===== config.mk =====
export PLATFORM = sky130hd
export DESIGN_NAME = crc_framed_command_parser_core
export DESIGN_NICKNAME = d
export VERILOG_FILES = /design/src/cfcp_pkg.sv /design/src/crc_framed_command_parser_core.sv
export SDC_FILE = /design/constraint.sdc
export NUM_CORES = 1
export LEC_CHECK = 0
export ABC_AREA = 1
export BUFFER_PORTS_ARGS = -buffer_cell sky130_fd_sc_hd__clkbuf_2
export CORE_AREA = 3 3 152 125
export CTS_BUF_LIST = sky130_fd_sc_hd__clkbuf_4 sky130_fd_sc_hd__clkbuf_8
export CTS_CLUSTER_SIZE = 12
export DETAILED_ROUTE_END_ITERATION = 10
export DIE_AREA = 0 0 155 128
export PLACE_DENSITY = 0.8
export SETUP_SLACK_MARGIN = 0.5
export SYNTH_ARGS = -nofsm -noshare
export SYNTH_HDL_FRONTEND = slang
export SYNTH_SLANG_ARGS = --single-unit

===== constraint.sdc =====
create_clock -name clk_i -period 8.6 [get_ports clk_i]
set_input_delay 0.43 -clock clk_i [delete_from_list [all_inputs] [get_ports clk_i]]
set_output_delay 0.43 -clock clk_i [all_outputs]
set_load 0.1 [all_outputs]

===== src/cfcp_pkg.sv =====
// Shared types, constants and the CRC-16 byte update for the framed command parser.
// No dependencies.
package cfcp_pkg;

  localparam int unsigned MaxPayloadBytes = 8;
  localparam int unsigned CommandCount    = 4;
  localparam int unsigned RegCount        = 5;

  localparam logic [15:0] CrcInit      = 16'hFFFF;
  localparam logic [15:0] CrcPoly      = 16'h1021;
  localparam logic [15:0] StartWordRst = 16'hBC9E;

  // Configuration register indexes
  localparam logic [2:0] RegStartWord  = 3'd0;
  localparam logic [2:0] RegLengthCmd0 = 3'd1;
  localparam logic [2:0] RegLengthCmd1 = 3'd2;
  localparam logic [2:0] RegLengthCmd2 = 3'd3;
  localparam logic [2:0] RegLengthCmd3 = 3'd4;

  typedef enum logic [2:0] {
    PhHunt   = 3'd0,
    PhStart2 = 3'd1,
    PhCmd    = 3'd2,
    PhData   = 3'd3,
    PhCrc1   = 3'd4,
    PhCrc2   = 3'd5
  } phase_e;

  // CRC-16, polynomial 0x1021, MSB first, one byte per call
  function automatic logic [15:0] crc_update(input logic [15:0] crc, input logic [7:0] b);
    logic [15:0] c;
    c = crc ^ {b, 8'h00};
    for (int k = 0; k < 8; k++) begin
      if (c[15]) begin
        c = {c[14:0], 1'b0} ^ CrcPoly;
      end else begin
        c = {c[14:0], 1'b0};
      end
    end
    return c;
  endfunction

  // Clamp a raw length register to 1..MaxPayloadBytes
  function automatic logic [3:0] effective_length(input logic [3:0] raw);
    logic [3:0] len;
    if (raw == 4'd0) begin
      len = 4'd1;
    end else if (raw > 4'(MaxPayloadBytes)) begin
      len = 4'(MaxPayloadBytes);
    end else begin
      len = raw;
    end
    return len;
  endfunction

endpackage


===== src/crc_framed_command_parser_core.sv =====
// Top level of the framed command parser: frame hunt, CRC check, result register.
// Depends on cfcp_pkg.
// A result appears on out_valid_o in the cycle after the second CRC byte transfer.
// Throughput: one byte per cycle unless stalled; parse state and CRC update together.
// Input stalls only while a finished result is held and the output side stalls.
// Reset (rst_ni low, asynchronous): hunting, CRC 0xFFFF, registers to reset values.
module crc_framed_command_parser_core
  import cfcp_pkg::*;
(
  input  logic        clk_i,
  input  logic        rst_ni,
  // byte input channel
  input  logic [7:0]  rx_byte_i,
  input  logic        rx_valid_i,
  output logic        rx_stall_o,
  // result channel
  output logic [1:0]  command_o,
  output logic [63:0] payload_o,
  output logic [3:0]  payload_length_o,
  output logic        crc_match_o,
  output logic        out_valid_o,
  input  logic        out_stall_i,
  // configuration port
  input  logic        psel,
  input  logic        penable,
  input  logic        pwrite,
  input  logic [4:0]  paddr,
  input  logic [31:0] pwdata,
  output logic [31:0] prdata,
  output logic        pready
);

  // configuration registers
  logic [15:0] start_word_q;
  logic [3:0]  length_cmd_q [CommandCount];

  // parse state
  phase_e      phase_q, phase_d;
  logic [1:0]  cmd_q, cmd_d;
  logic [2:0]  idx_q, idx_d;
  logic [3:0]  exp_len_q, exp_len_d;
  logic [15:0] crc_q, crc_d;
  logic [7:0]  crc_hi_q, crc_hi_d;
  logic [63:0] pay_q, pay_d;

  // result register
  logic        out_valid_q, out_valid_d;
  logic [1:0]  out_cmd_q;
  logic [63:0] out_pay_q;
  logic [3:0]  out_len_q;
  logic        out_match_q;
  logic        emit;

  logic        rx_fire;
  logic        cfg_wr;
  logic [2:0]  cfg_idx;
  logic [15:0] crc_next;
  logic [3:0]  idx_inc;

  assign pready  = 1'b1;
  assign cfg_wr  = psel && penable && pwrite && pready;
  assign cfg_idx = paddr[4:2];

  // register write
  always_ff @(posedge clk_i or negedge rst_ni) begin
    if (!rst_ni) begin
      start_word_q    <= StartWordRst;
      length_cmd_q[0] <= 4'd1;
      length_cmd_q[1] <= 4'd8;
      length_cmd_q[2] <= 4'd1;
      length_cmd_q[3] <= 4'd1;
    end else if (cfg_wr) begin
      case (cfg_idx)
        RegStartWord:  start_word_q    <= pwdata[15:0];
        RegLengthCmd0: length_cmd_q[0] <= pwdata[3:0];
        RegLengthCmd1: length_cmd_q[1] <= pwdata[3:0];
        RegLengthCmd2: length_cmd_q[2] <= pwdata[3:0];
        RegLengthCmd3: length_cmd_q[3] <= pwdata[3:0];
        default: ;
      endcase
    end
  end

  // register read
  always_comb begin
    case (cfg_idx)
      RegStartWord:  prdata = {16'h0000, start_word_q};
      RegLengthCmd0: prdata = {28'h0, length_cmd_q[0]};
      RegLengthCmd1: prdata = {28'h0, length_cmd_q[1]};
      RegLengthCmd2: prdata = {28'h0, length_cmd_q[2]};
      RegLengthCmd3: prdata = {28'h0, length_cmd_q[3]};
      default:       prdata = 32'h0;
    endcase
  end

  // hold input while the result register is full and stalled
  assign rx_stall_o = out_valid_q && out_stall_i;
  assign rx_fire    = rx_valid_i && !rx_stall_o;

  assign crc_next = crc_update(crc_q, rx_byte_i);
  assign idx_inc  = {1'b0, idx_q} + 4'd1;

  // next parse state for one byte
  always_comb begin
    phase_d   = phase_q;
    cmd_d     = cmd_q;
    idx_d     = idx_q;
    exp_len_d = exp_len_q;
    crc_d     = crc_q;
    crc_hi_d  = crc_hi_q;
    pay_d     = pay_q;
    emit      = 1'b0;
    if (rx_fire) begin
      case (phase_q)
        PhHunt: begin
          if (rx_byte_i == start_word_q[15:8]) begin
            crc_d   = crc_update(CrcInit, rx_byte_i);
            phase_d = PhStart2;
          end
        end
        PhStart2: begin
          if (rx_byte_i == start_word_q[7:0]) begin
            crc_d   = crc_next;
            phase_d = PhCmd;
          end else begin
            phase_d = PhHunt;
          end
        end
        PhCmd: begin
          if (rx_byte_i[7:2] == 6'd0) begin
            cmd_d     = rx_byte_i[1:0];
            crc_d     = crc_next;
            exp_len_d = effective_length(length_cmd_q[rx_byte_i[1:0]]);
            idx_d     = 3'd0;
            pay_d     = 64'd0;
            phase_d   = PhData;
          end else begin
            phase_d = PhHunt;
          end
        end
        PhData: begin
          pay_d[8*idx_q +: 8] = rx_byte_i;
          crc_d               = crc_next;
          if (idx_inc >= exp_len_q) begin
            idx_d   = 3'd0;
            phase_d = PhCrc1;
          end else begin
            idx_d = idx_inc[2:0];
          end
        end
        PhCrc1: begin
          crc_hi_d = rx_byte_i;
          phase_d  = PhCrc2;
        end
        PhCrc2: begin
          emit    = 1'b1;
          phase_d = PhHunt;
        end
        default: phase_d = PhHunt;
      endcase
    end
  end

  // parse state registers
  always_ff @(posedge clk_i or negedge rst_ni) begin
    if (!rst_ni) begin
      phase_q   <= PhHunt;
      cmd_q     <= 2'd0;
      idx_q     <= 3'd0;
      exp_len_q <= 4'd0;
      crc_q     <= CrcInit;
      crc_hi_q  <= 8'd0;
      pay_q     <= 64'd0;
    end else begin
      phase_q   <= phase_d;
      cmd_q     <= cmd_d;
      idx_q     <= idx_d;
      exp_len_q <= exp_len_d;
      crc_q     <= crc_d;
      crc_hi_q  <= crc_hi_d;
      pay_q     <= pay_d;
    end
  end

  // result valid: set on emit, drop once the transfer completes
  always_comb begin
    out_valid_d = out_valid_q;
    if (emit) begin
      out_valid_d = 1'b1;
    end else if (out_valid_q && !out_stall_i) begin
      out_valid_d = 1'b0;
    end
  end

  always_ff @(posedge clk_i or negedge rst_ni) begin
    if (!rst_ni) begin
      out_valid_q <= 1'b0;
    end else begin
      out_valid_q <= out_valid_d;
    end
  end

  // result payload
  always_ff @(posedge clk_i) begin
    if (emit) begin
      out_cmd_q   <= cmd_q;
      out_pay_q   <= pay_q;
      out_len_q   <= exp_len_q;
      out_match_q <= ({crc_hi_q, rx_byte_i} == crc_q);
    end
  end

  assign out_valid_o      = out_valid_q;
  assign command_o        = out_cmd_q;
  assign payload_o        = out_pay_q;
  assign payload_length_o = out_len_q;
  assign crc_match_o      = out_match_q;

  // checks
  a_emit_from_crc2: assert property (@(posedge clk_i) disable iff (!rst_ni)
    emit |-> (phase_q == PhCrc2) && rx_fire)
    else $error("result emitted outside the second CRC byte");

  a_hunt_after_emit: assert property (@(posedge clk_i) disable iff (!rst_ni)
    emit |=> (phase_q == PhHunt) && out_valid_q)
    else $error("parser not back to hunting after a result");

  a_len_range: assert property (@(posedge clk_i) disable iff (!rst_ni)
    (phase_q == PhData) |-> (exp_len_q >= 4'd1) && (exp_len_q <= 4'(MaxPayloadBytes)))
    else $error("latched payload length out of range");

  a_idx_below_len: assert property (@(posedge clk_i) disable iff (!rst_ni)
    (phase_q == PhData) |-> ({1'b0, idx_q} < exp_len_q))
    else $error("payload byte index beyond latched length");

  a_no_overwrite: assert property (@(posedge clk_i) disable iff (!rst_ni)
    (out_valid_q && out_stall_i) |-> !emit)
    else $error("held result overwritten");

endmodule

==> metrics.md <==
| Metric | Value |
|---|---|
| Capturing element type of the critical path | flop |
| Detailed placer's ending HPWL | 15.47 mm |
| Sw frac | 0.3353 |
| Num CTS Buffers | 31 |
| Bufs on Longest Clock Path | 3 |
| Transition time of the tightest slew-check pin | 0.9429 ns |
| VDD IR-drop max | 134.5 uV |
| Deepest level of the CTS H-tree | 1 |
| Number of cells after detailed placement | 1419 |
| Maximum clock rate | 322.3 MHz |
| Number of cells on the worst reg-to-reg path | 9 |
| Number of antenna violations at the first check in global routing | 0 |
| Flop2flop setup slack | 5.50 ns |
| Share of layout cells above drive strength 1 | 0.1963 |
| Die ar. | 19840 um^2 |
| Worst hold-check slack | 0.09128 ns |
| Post-synthesis instance area | 9590 um^2 |
| Commonest non-fill, non-tap cell in the layout | sky130_fd_sc_hd__nand2_1 |
| Run status | finished clean |
| Ant diodes | 0 |
| Number of top-level design ports | 158 |
| Count of pins over their slew limit | 0 |
| Post-Route Setup TNS | 0 ns |
| Combinational group share of total power | 0.236 |
| Largest driver fanout on the critical path | 16 |
| Grt ovf | 0 |
| Number of nets in the layout | 1288 |
| Iteration-0 DRC count of the detailed router | 607 |
| Per-cell routed wire length | 15.05 um |
| Global-route wire length before repair | 36.29 mm |
| Capturing point of the worst reg2reg path | pay_q[35] |
| Combined global-route utilization of all metal layers | 0.2221 |
| Final cell count without fillers | 1478 |
| Total DRC errors in the routed layout | 0 |
| Weighted congestion reported at the end of routability-driven placement | 0.8934 |
| Hold Path End | start_word_q[12] |
| Min-delay worst type | input pin to flop |
| Die height | 128 um |
| Class of the most critical setup path | flop to flop |
| P&R area growth vs syn | 14.13% |
| Width of the die | 155 um |
| Maxcap violations | 0 |
| Internal power contribution | 1767 uW |
| Total count of hold-check failures in the final report | 0 |
| Leading cell types in the layout, fill and taps excluded | 427 x sky130_fd_sc_hd__nand2_1, 121 x sky130_fd_sc_hd__clkbuf_2, 103 x sky130_fd_sc_hd__dfrtp_1 |
| Number of warning messages in the yosys log | 0 |
| Clock network fraction of design power | 0.312 |
| Vias | 7767 |
| Largest net degree at the start of global routing | 74 |
| Signal arrival time at the worst endpoint | 3.53 ns |
| Post-CTS Resized | 0 |
| Number of distinct library cell variants in the gate-level netlist after synthesis | 40 |
| Effective utilization at floorplan | 0.5519 |
| FF-to-FF Start | idx_q[0] |
| Sequential cell fraction of total power | 0.452 |
| Number of buffers inserted by port buffering | 122 |
| Clock root buffer master | sky130_fd_sc_hd__clkbuf_8 |
| Leakage power total | 0.005439 uW |
| Antenna Violating Nets Remaining | 0 |
| Unrepaired setup endpoints after global routing | no |
| CTS tree | done |
| Worst setup SP type | flop |
| DR pass1 iterations | 5 |
| Number of cells traversed by the worst hold path | 3 |
| Sequential area share after synthesis | 0.5733 |
| Total of flip-flops plus latches after synthesis | 204 |
| Average via count per standard cell | 5.255 |
| Final WL | 22.25 mm |
| Startpoint of the most critical hold path | pwdata[12] |
| Number of clock sinks seen by CTS | 204 |
| Required @ worst endpoint | 9.03 ns |
| Core footprint | 17380 um^2 |
| Clock Latency Late Sink | 0.57 ns |
| Clock transition at the registers of the reported paths | 0.07 ns |
| Post-Synthesis Cells | 1103 |
| Final setup violating endpoints | 0 |
| Clock period minus worst slack | 3.103 ns |
| Number of global-route vias before repair | 7326 |
| Std cell rows | 43 |
| Total power divided by cell area | 242.9 nW/um^2 |
| Fin crit share | 0.3608 |
| Mapped Avg Cell Area | 8.695 um^2 |
| Slew HR | 0.3714 |
| Switching power total | 891.3 uW |
| Worst clock skew | 0.01941 ns |
-- final cells by class --
class | instances | area (um^2)
Clock buffer | 51 | 595.6
Clock inverter | 7 | 62.56
Multi-Input combinational cell | 778 | 3536
Timing Repair Buffer | 126 | 645.6
Fill cell | 1496 | 6432
Sequential cell | 204 | 5498
Inverter | 87 | 326.6
Tap cell | 225 | 281.5
-- Yosys cell counts --
cell | n | area (um^2)
sky130_fd_sc_hd__clkbuf_1 | 12 | 45.04
sky130_fd_sc_hd__nor2_1 | 71 | 266.5
sky130_fd_sc_hd__inv_1 | 79 | 296.5
sky130_fd_sc_hd__inv_2 | 6 | 22.52
sky130_fd_sc_hd__o21ai_1 | 18 | 90.09
sky130_fd_sc_hd__nor3_2 | 1 | 10.01
sky130_fd_sc_hd__buf_4 | 22 | 165.2
sky130_fd_sc_hd__a21oi_2 | 1 | 8.760
sky130_fd_sc_hd__nand3_2 | 1 | 10.01
sky130_fd_sc_hd__nand2_2 | 2 | 12.51
sky130_fd_sc_hd__o31ai_1 | 2 | 15.01
sky130_fd_sc_hd__nand4_1 | 7 | 43.79
sky130_fd_sc_hd__buf_2 | 10 | 50.05
sky130_fd_sc_hd__nor2_8 | 1 | 20.02
sky130_fd_sc_hd__xor2_1 | 10 | 87.58
sky130_fd_sc_hd__dfrtp_1 | 103 | 2577
sky130_fd_sc_hd__o21ai_2 | 3 | 26.28
sky130_fd_sc_hd__a22o_1 | 1 | 8.760
sky130_fd_sc_hd__dfstp_2 | 30 | 788.3
sky130_fd_sc_hd__nor3_1 | 17 | 85.08
sky130_fd_sc_hd__conb_1 | 2 | 7.510
sky130_fd_sc_hd__ha_1 | 8 | 100.1
sky130_fd_sc_hd__a221oi_1 | 4 | 35.03
sky130_fd_sc_hd__o21ai_0 | 45 | 225.2
sky130_fd_sc_hd__nor2_4 | 3 | 33.78
sky130_fd_sc_hd__nand3_1 | 79 | 395.4
sky130_fd_sc_hd__buf_1 | 3 | 11.26
sky130_fd_sc_hd__clkinv_1 | 2 | 7.510
sky130_fd_sc_hd__nor4_1 | 1 | 6.260
sky130_fd_sc_hd__nand3b_1 | 2 | 15.01
sky130_fd_sc_hd__o21bai_1 | 1 | 7.510
sky130_fd_sc_hd__edfxtp_1 | 71 | 2132
sky130_fd_sc_hd__nand2_1 | 427 | 1603
sky130_fd_sc_hd__a21oi_1 | 19 | 95.09
sky130_fd_sc_hd__or2_2 | 3 | 18.77
sky130_fd_sc_hd__buf_6 | 2 | 22.52
sky130_fd_sc_hd__nor2_2 | 14 | 87.58
sky130_fd_sc_hd__xnor2_1 | 13 | 113.9
sky130_fd_sc_hd__and3_1 | 2 | 12.51
sky130_fd_sc_hd__o22ai_1 | 5 | 31.28
-- what timing repair did --
item,CTS,global route
hold buffers,1,0
hold endpoints to repair,52,0
setup buffers,0,0
-- state kept, by name, summed over array words and instances (netlist names) --
name / count
idx_q: 3
length_cmd_q: 16
phase_q: 3
payload_length_o: 4
pay_q: 64
out_valid_o: 1
crc_match_o: 1
crc_q: 16
cmd_q: 2
crc_hi_q: 8
exp_len_q: 4
start_word_q: 16
command_o: 2
payload_o: 64
-- stage by stage --
| step | area, um^2 | setup slack, ns | utilization | power [uW] |
|---|---|---|---|---|
| 4_1_cts | 10950 | 5.564 | 0.6299 | 2664 |
| 2_1_floorplan | 9647 | 3.563 | - | 1706 |
| 3_3_place_gp | 10280 | 5.539 | 0.5914 | 1815 |
| 5_1_grt | 10950 | 5.207 | 0.6299 | 2813 |
| 6_report | 10950 | 5.497 | 0.6299 | 2659 |
| 3_5_place_dp | 10280 | 5.542 | 0.5914 | 1832 |
-- per-layer routing --
metal	wire length (um)	global-route usage	vias to the layer above	part of all wire
li1	-	-	3768	-
met1	9766	0.3171	3622	0.44
met2	10240	0.3552	332	0.46
met3	1772	0.03881	45	0.080
met4	473	0.06023	0	0.021
met5	0	0	-	0
-- critical path: stages (launching register included) --
cell and delay, ns:
sky130_fd_sc_hd__dfrtp_1 0.66, sky130_fd_sc_hd__inv_2 0.20, sky130_fd_sc_hd__ha_1 0.28, sky130_fd_sc_hd__ha_1 0.32, sky130_fd_sc_hd__inv_1 0.28, sky130_fd_sc_hd__nand3_1 0.11, sky130_fd_sc_hd__nor3_1 0.48, sky130_fd_sc_hd__o21ai_1 0.40
sky130_fd_sc_hd__nand2_1 0.16, sky130_fd_sc_hd__o21ai_1 0.07
-- cell families (layout without fill, tap and decap cells) --
group,after synthesis,count (layout),share of synthesized area
simple gates,631,631,0.2732
flops,204,204,0.5733
buf+inv,136,271,0.06471
compound gates,99,99,0.05662
xor+xnor,23,23,0.02100
fa+ha+maj,8,8,0.01044
other cells,2,17,0.0007831
-- worst max-delay path by stage --
stage / from / end / slack [ns] / cells after the start
6_report: idx_q[0] / pay_q[35] / 5.50 / 9
5_1_grt: idx_q[0] / pay_q[35] / 5.21 / 9
3_3_place_gp: rx_byte_i[1] / crc_q[1] / 5.54 / 11
4_1_cts: idx_q[0] / pay_q[36] / 5.56 / 9
2_1_floorplan: out_valid_o / command_o[0] / 3.56 / 5
3_5_place_dp: rx_byte_i[1] / crc_q[4] / 5.54 / 11
-- power groups by stage --
stage	sequential, uW	combinational, uW	clock (uW)
2_1_floorplan	1190	515	0
3_3_place_gp	1210	604	0
3_5_place_dp	1210	618	0
4_1_cts	1200	621	846
5_1_grt	1210	710	890
6_report	1200	628	830
(Power assumes the default switching activity.)
